**config.mk**
```make
export PLATFORM = sky130hd
export DESIGN_NAME = centered_moving_mean_subtract_core
export DESIGN_NICKNAME = d
export VERILOG_FILES = /design/src/cmms_pkg.sv /design/src/centered_moving_mean_subtract_core.sv /design/src/cmms_front.sv /design/src/cmms_queue.sv /design/src/cmms_back.sv
export SDC_FILE = /design/constraint.sdc
export NUM_CORES = 1
export LEC_CHECK = 0
export BUFFER_PORTS_ARGS = -buffer_cell sky130_fd_sc_hd__buf_2
export CAP_MARGIN = 20
export CORE_MARGIN = 1
export CORE_UTILIZATION = 40
export DETAILED_ROUTE_END_ITERATION = 16
export PLACE_DENSITY = 0.66
export SYNTH_ARGS = -nofsm -noshare
export SYNTH_HDL_FRONTEND = slang
export SYNTH_SLANG_ARGS = --single-unit
```
**constraint.sdc**
```tcl
create_clock -name clk -period 9.1 [get_ports clk]
set_input_delay 1.82 -clock clk [delete_from_list [all_inputs] [get_ports clk]]
set_output_delay 1.82 -clock clk [all_outputs]
set_load 0.03 [all_outputs]
```
**src/cmms_pkg.sv**
```systemverilog
package cmms_pkg;

  localparam int WINDOW      = 7;
  localparam int SAMPLE_BITS = 16;

  localparam int HALF    = WINDOW / 2;
  localparam int LAG     = WINDOW - 1 - HALF;
  localparam int HIST    = WINDOW - 1;
  localparam int FRAC    = 16;
  localparam int ROUND   = 1 << (FRAC - 1);
  localparam int SCALE   = ((1 << FRAC) + HALF) / WINDOW;

  localparam int SUM_W   = SAMPLE_BITS + $clog2(WINDOW);
  localparam int CNT_W   = (LAG < 2) ? 1 : $clog2(LAG + 1);
  localparam int SCALE_W = $clog2(SCALE + 1) + 1;
  localparam int PROD_W  = SUM_W + SCALE_W;
  localparam int OUT_W   = SAMPLE_BITS + 1;

  localparam int QDEPTH  = 2;
  localparam int QPTR_W  = (QDEPTH < 2) ? 1 : $clog2(QDEPTH);
  localparam int QCNT_W  = $clog2(QDEPTH + 1);

  typedef struct packed {
    logic signed [SAMPLE_BITS-1:0] sample;
    logic                          end_of_vector;
  } sample_t;

  typedef struct packed {
    logic signed [OUT_W-1:0] detrended;
    logic                    last_result;
  } result_t;

  // One unit of work for the back end: the window snapshot (oldest first,
  // newest sample on top), the full window sum, and how many leading steps
  // produce no result.
  typedef struct packed {
    logic [WINDOW-1:0][SAMPLE_BITS-1:0] win;
    logic signed [SUM_W-1:0]            s0;
    logic [CNT_W-1:0]                   skip;
    logic                               is_last;
  } job_t;

endpackage

```
**src/centered_moving_mean_subtract_core.sv**
```systemverilog
// Channel  | Handshake             | Payload                    | Role
// ---------+-----------------------+----------------------------+-----------------------
// src      | src_valid / src_stall | src_data (sample_t)        | samples in, one vector
// res      | res_valid / res_stall | res_data (result_t)        | detrended samples out
//
// Sustained rate is one sample per cycle while src_stall is low. An accepted sample is
// written into the job queue, then passes the walker, multiply and subtract registers.
// The last sample of a vector makes the back end walk LAG + 1 window positions (4);
// the two-entry job queue absorbs samples before src_stall rises.
// rst is synchronous and clears the window, sum, counters, queue and valids.
// res_stall freezes the whole back pipeline while res_valid is high; src_stall follows only queue full.
module centered_moving_mean_subtract_core (
  input  logic              clk,
  input  logic              rst,
  input  logic              src_valid,
  output logic              src_stall,
  input  cmms_pkg::sample_t src_data,
  output logic              res_valid,
  input  logic              res_stall,
  output cmms_pkg::result_t res_data
);

  // front -> queue
  logic           push;
  cmms_pkg::job_t push_job;
  logic           q_full;

  // queue -> back
  logic           head_valid;
  cmms_pkg::job_t head;
  logic           pop;

  // Front: keeps the history line and running sum, and turns each sample
  // into a job when it completes a window (or ends the vector).
  cmms_front u_front (
    .clk      (clk),
    .rst      (rst),
    .in_valid (src_valid),
    .in_stall (src_stall),
    .in_data  (src_data),
    .q_full   (q_full),
    .push     (push),
    .push_job (push_job)
  );

  // Short queue decoupling the sample side from result backpressure.
  cmms_queue u_queue (
    .clk        (clk),
    .rst        (rst),
    .push       (push),
    .push_job   (push_job),
    .pop        (pop),
    .full       (q_full),
    .head_valid (head_valid),
    .head       (head)
  );

  // Back: walks each job's window positions, scales the sum by 1/WINDOW and
  // subtracts; the result register is the output stage.
  cmms_back u_back (
    .clk        (clk),
    .rst        (rst),
    .head_valid (head_valid),
    .head       (head),
    .pop        (pop),
    .out_valid  (res_valid),
    .out_stall  (res_stall),
    .out_data   (res_data)
  );

endmodule

```
**src/cmms_front.sv**
```systemverilog
module cmms_front (
  input  logic              clk,
  input  logic              rst,
  input  logic              in_valid,
  output logic              in_stall,
  input  cmms_pkg::sample_t in_data,
  input  logic              q_full,
  output logic              push,
  output cmms_pkg::job_t    push_job
);

  logic signed [cmms_pkg::SAMPLE_BITS-1:0] hist [cmms_pkg::HIST];
  logic signed [cmms_pkg::SUM_W-1:0]       total;
  logic [cmms_pkg::CNT_W-1:0]              pend;

  logic                                    acc;
  logic signed [cmms_pkg::SAMPLE_BITS-1:0] x;
  logic                                    pend_full;

  assign in_stall  = q_full;
  assign acc       = in_valid && !q_full;
  assign x         = in_data.sample;
  assign pend_full = (pend == cmms_pkg::CNT_W'(cmms_pkg::LAG));

  always_comb begin
    for (int i = 0; i < cmms_pkg::HIST; i++) begin
      push_job.win[i] = hist[i];
    end
    push_job.win[cmms_pkg::WINDOW-1] = x;
    push_job.s0      = total + cmms_pkg::SUM_W'(x);
    push_job.is_last = in_data.end_of_vector;
    push_job.skip    = in_data.end_of_vector ?
                       cmms_pkg::CNT_W'(cmms_pkg::LAG) - pend : '0;
    push = acc && (in_data.end_of_vector || pend_full);
  end

  always_ff @(posedge clk) begin
    if (rst) begin
      for (int i = 0; i < cmms_pkg::HIST; i++) begin
        hist[i] <= '0;
      end
      total <= '0;
      pend  <= '0;
    end else if (acc) begin
      if (in_data.end_of_vector) begin
        // vector done: start the next one from an all-zero window
        for (int i = 0; i < cmms_pkg::HIST; i++) begin
          hist[i] <= '0;
        end
        total <= '0;
        pend  <= '0;
      end else begin
        total <= total + cmms_pkg::SUM_W'(x) - cmms_pkg::SUM_W'(hist[0]);
        for (int i = 0; i + 1 < cmms_pkg::HIST; i++) begin
          hist[i] <= hist[i+1];
        end
        hist[cmms_pkg::HIST-1] <= x;
        if (!pend_full) begin
          pend <= pend + 1'b1;
        end
      end
    end
  end

endmodule

```
**src/cmms_queue.sv**
```systemverilog
module cmms_queue (
  input  logic           clk,
  input  logic           rst,
  input  logic           push,
  input  cmms_pkg::job_t push_job,
  input  logic           pop,
  output logic           full,
  output logic           head_valid,
  output cmms_pkg::job_t head
);

  cmms_pkg::job_t              ent [cmms_pkg::QDEPTH];
  logic [cmms_pkg::QPTR_W-1:0] wptr;
  logic [cmms_pkg::QPTR_W-1:0] rptr;
  logic [cmms_pkg::QCNT_W-1:0] cnt;

  assign full       = (cnt == cmms_pkg::QCNT_W'(cmms_pkg::QDEPTH));
  assign head_valid = (cnt != '0);
  assign head       = ent[rptr];

  always_ff @(posedge clk) begin
    if (push) begin
      ent[wptr] <= push_job;
    end
  end

  always_ff @(posedge clk) begin
    if (rst) begin
      wptr <= '0;
      rptr <= '0;
      cnt  <= '0;
    end else begin
      if (push) begin
        wptr <= (wptr == cmms_pkg::QPTR_W'(cmms_pkg::QDEPTH - 1)) ? '0 : wptr + 1'b1;
      end
      if (pop) begin
        rptr <= (rptr == cmms_pkg::QPTR_W'(cmms_pkg::QDEPTH - 1)) ? '0 : rptr + 1'b1;
      end
      case ({push, pop})
        2'b10:   cnt <= cnt + 1'b1;
        2'b01:   cnt <= cnt - 1'b1;
        default: cnt <= cnt;
      endcase
    end
  end

endmodule

```
**src/cmms_back.sv**
```systemverilog
module cmms_back (
  input  logic              clk,
  input  logic              rst,
  input  logic              head_valid,
  input  cmms_pkg::job_t    head,
  output logic              pop,
  output logic              out_valid,
  input  logic              out_stall,
  output cmms_pkg::result_t out_data
);

  localparam logic signed [cmms_pkg::PROD_W-1:0] SCALE_X =
    cmms_pkg::PROD_W'(cmms_pkg::SCALE);
  localparam logic signed [cmms_pkg::PROD_W-1:0] ROUND_X =
    cmms_pkg::PROD_W'(cmms_pkg::ROUND);

  // walker state
  logic                                                 active;
  logic [cmms_pkg::CNT_W-1:0]                           k;
  logic [cmms_pkg::WINDOW-1:0][cmms_pkg::SAMPLE_BITS-1:0] win;
  logic signed [cmms_pkg::SUM_W-1:0]                    s;

  logic [cmms_pkg::WINDOW-1:0][cmms_pkg::SAMPLE_BITS-1:0] cur_win;
  logic signed [cmms_pkg::SUM_W-1:0]                    cur_s;
  logic [cmms_pkg::CNT_W-1:0]                           cur_k;
  logic                                                 en;
  logic                                                 step;
  logic                                                 emit;
  logic                                                 final_step;

  // math pipeline
  logic                                    v1;
  logic signed [cmms_pkg::SAMPLE_BITS-1:0] x1;
  logic signed [cmms_pkg::SUM_W-1:0]       s1;
  logic                                    l1;
  logic                                    v2;
  logic signed [cmms_pkg::SAMPLE_BITS-1:0] x2;
  logic signed [cmms_pkg::PROD_W-1:0]      p2;
  logic                                    l2;
  logic signed [cmms_pkg::PROD_W-1:0]      prod;
  logic signed [cmms_pkg::PROD_W-1:0]      diff;

  assign en = !(out_valid && out_stall);

  always_comb begin
    cur_win    = active ? win : head.win;
    cur_s      = active ? s : head.s0;
    cur_k      = active ? k : '0;
    step       = en && head_valid;
    emit       = (cur_k >= head.skip);
    final_step = !head.is_last || (cur_k == cmms_pkg::CNT_W'(cmms_pkg::LAG));
    pop        = step && final_step;
  end

  always_ff @(posedge clk) begin
    if (rst) begin
      active <= 1'b0;
    end else if (step) begin
      active <= !final_step;
    end
  end

  // window slides down one place per step; the sample leaving the low end
  // drops out of the sum for the next position
  always_ff @(posedge clk) begin
    if (step) begin
      k <= cur_k + 1'b1;
      s <= cur_s - cmms_pkg::SUM_W'($signed(cur_win[0]));
      for (int i = 0; i + 1 < cmms_pkg::WINDOW; i++) begin
        win[i] <= cur_win[i+1];
      end
      win[cmms_pkg::WINDOW-1] <= '0;
    end
  end

  assign prod = cmms_pkg::PROD_W'(s1) * SCALE_X + ROUND_X;
  assign diff = cmms_pkg::PROD_W'(x2) - (p2 >>> cmms_pkg::FRAC);

  always_ff @(posedge clk) begin
    if (rst) begin
      v1        <= 1'b0;
      v2        <= 1'b0;
      out_valid <= 1'b0;
    end else if (en) begin
      v1        <= step && emit;
      v2        <= v1;
      out_valid <= v2;
    end
  end

  always_ff @(posedge clk) begin
    if (en) begin
      x1 <= $signed(cur_win[cmms_pkg::HALF]);
      s1 <= cur_s;
      l1 <= head.is_last && final_step;
      x2 <= x1;
      p2 <= prod;
      l2 <= l1;
      out_data.detrended   <= diff[cmms_pkg::OUT_W-1:0];
      out_data.last_result <= l2;
    end
  end

endmodule
```
==> impl_metrics.yaml <==
run_status:
  status: "finished, final reports clean"
logic_synthesis:
  synthXorXnorAreaFrac_pct: 3.26
  avgSynthCellArea_sq_um: 13.4
  synth_top_family_by_area: "adder cells"
  synthMuxAreaShare_pct: 4.87
  ys_warn_count: 0
  synth_fa_ha_area_share_pct: 10.3
  synth-simple-area-share_pct: 8.77
  ys_seq_elements: 599
  synth_flop_cell: "edfxtp_1"
  seq_area_frac_synth_pct: 62.2
  synth-compound-area-share_pct: 7.64
  yosys.cell_count.top_type: "edfxtp_1"
  async_reset_ff_share_pct: 0
  synth_top_cell_area_share_pct: 60.1
  syn_nets: 2354
  netlist_area_sq_um: 28400
  synth_edf_count: 569
  synth.area.top_cells: "edfxtp_1 (60%), ha_1 (6.6%), mux2i_1 (4.8%)"
  yosys.cell_types.count: 70
  synth_top_area_cell: "edfxtp_1"
  netlist_instances: 2130
  synth_commonest_cells: "edfxtp_1 (569), nand2_1 (166), inv_1 (163)"
floorplanning:
  die_h_microns: 269
  rows: 97
  die-area_sq_um: 72200
  top_level_ports: 41
  core_area_sq_um: 70100
  initial_utilization_pct: 40.5
  die_w_microns: 269
grt:
  grt-ovfl-total: 0
  first_global_vias: 16200
  grt_max_degree: 97
  grt.total_usage_pct: 15.9
  grt_antenna_before_repair: 0
  grt_first_pass_wirelength_microns: 89400
cts:
  cts_tree: "yes"
  cts-root-buf: "clkbuf_16"
  clk_pin_slew_worst_paths_ns: 0.07
  cts_resized: 0
  clock_sinks: 599
  clk_latency_ns: 0.65
  cts_buffers: 61
  hold_buffers: 0
  cts.htree.levels: 2
  cts_setup_buffers: 0
  clock_path_buffers: 3
route:
  drt-total-wl_microns: 56100
  route.detailed.drc: 0
  drtPass1Iterations: 5
  drt_iter0_drc: 1073
  wl_per_cell_microns: 17.7
  drtAntennaViolNets: 0
  vias_per_cell: 5.03
  via_count: 16000
setup_path:
  r2r-end: "u_back.p2[32]"
  required_ns: 9.46
  endpoint_kind: "register"
  worstPathMaxFanout: 6
  arrival_ns: 6.20
  critical_path_class: "register to register"
  crit_path_start_kind: "register"
  reg2reg_depth: 20
  r2r_start: "u_back.s1[5]"
  reg2reg_slack_ns: 3.26
placed_design:
  io_buffers: 40
  place.detailed.hpwl_microns: 36700
  gp_congestion: 0.873
  placed_area_sq_um: 29700
sta:
  drv_slew: 0
  setup_viol_count_final: 0
  fmax_ghz: 0.171
  slew_headroom_pct: 30.2
  fin_worst_skew_ns: 0.0434
  period_share_pct: 64.2
  worstMarginPinSlew_ns: 1.05
  min_period_ns: 5.84
  rsz0062_at_grt: "no"
  hold_slack_ns: 0.410
  setup-tns-final_ns: 0
  finalHoldViolCount: 0
worst_hold_path:
  min_from: "u_back.l2"
  holdPathEnd: "u_back.out_data[0]"
  hold_path_depth: 0
  hold_class: "register to register"
finish:
  final_nets: 2413
  final.fill_count: 6333
  syn2layout_area_growth_pct: 11.3
  drive_gt1_share_pct: 7.69
  design_area_sq_um: 31600
run:
  cap_viol_max_count: 0
## placed cells by master, fill, tap and decap left out, drive strengths merged, types with 15 or more instances in the layout
cell / netlist / layout
ha: 150 / 150
mux2i: 136 / 136
dfxtp: 30 / 30
buf: 20 / 55
clkinv: 0 / 26
nor3: 25 / 25
and3: 17 / 17
clkbuf: 39 / 80
edfxtp: 569 / 569
fa: 53 / 53
and2: 103 / 103
nor2b: 15 / 15
inv: 163 / 164
xor2: 32 / 32
nand2: 166 / 166
nand3: 25 / 25
o21ai: 157 / 157
a21oi: 77 / 77
nor2: 112 / 112
a21o: 20 / 20
xnor2: 72 / 72
## per-layer routing
metal	GRT usage (%)	share of wire (%)	wire length [microns]	vias to the layer above
li1	-	-	-	7803
met1	22.0	47	26600	7812
met2	26.2	47	26300	291
met3	2.49	3.8	2140	71
met4	3.89	1.8	1020	0
met5	0	0	0	-
## worst max-delay path, cell delays in order, from the launching register on
cell	delay, ns
edfxtp_1	0.43
ha_1	0.38
inv_1	0.08
fa_1	0.50
inv_1	0.06
fa_1	0.45
ha_1	0.28
inv_1	0.05
fa_1	0.49
inv_1	0.04
ha_1	0.36
and3_4	0.21
and3_1	0.22
or4_1	0.47
o22ai_1	0.17
xnor2_1	0.20
and4_1	0.27
nor3b_2	0.33
nor2b_1	0.29
nand4_1	0.14
xnor2_1	0.16
## cells by family (layout without fill, tap and decap cells)
family          after synthesis  in the layout
flops                       599            599
mux                         138            138
buf+inv                     222            329
xor+xnor                    104            104
simple gates                507            507
fa+ha+maj                   203            203
other cells                   0              1
compound gates              357            357
## state kept, by name (all words and copies together), names as in the netlist, named ones only
register / count
u_queue.ent: 268
u_back.win: 96
u_front.hist: 96
u_back.s1: 19
u_back.s: 19
u_front.total: 19
u_back.out_data: 18
u_back.p2: 17
u_back.x1: 16
u_back.x2: 16
u_back.k: 2
u_front.pend: 2
u_queue.cnt: 2
u_back.active: 1
u_back.l1: 1
u_back.l2: 1
u_back.out_valid: 1
u_back.v1: 1
u_back.v2: 1
u_queue.rptr: 1
u_queue.wptr: 1
## layout make-up
class,count,area [sq um],share of cell area (%)
tap,940,1180,3.72
clock inverter,31,251,0.795
antenna,1,2.50,0.00791
multi-input combinational,1309,9950,31.4
sequential,599,17700,55.9
timing repair buffer,55,313,0.989
inverter,163,616,1.95
clock buffer,80,1640,5.18
## worst max-delay path by stage
| stage | end | slack (ns) | startpoint | depth (start not counted) |
|---|---|---|---|---|
| 2_1_floorplan | u_queue.ent[0][0] | 0.89 | src_data[0] | 2 |
| 3_3_place_gp | u_front.total[16] | 3.20 | src_data[1] | 20 |
| 3_5_place_dp | u_front.total[16] | 3.17 | src_data[1] | 20 |
| 4_1_cts | u_back.p2[32] | 3.25 | u_back.s1[5] | 20 |
| 5_1_grt | u_back.p2[32] | 2.89 | u_back.s1[5] | 20 |
| 6_report | u_back.p2[32] | 3.26 | u_back.s1[5] | 20 |
## stage by stage
stage / cells / util [%] / worst slack, ns
2_1_floorplan: 2130 / - / 0.886
3_3_place_gp: 3066 / 42.4 / 3.20
3_5_place_dp: 3066 / 42.4 / 3.17
4_1_cts: 3177 / 45.1 / 3.25
5_1_grt: 3177 / 45.1 / 2.89
6_report: 3178 / 45.1 / 3.26
Power is not shown: default switching activity piles up to over one toggle a cycle in this logic, so the estimate is an artifact.
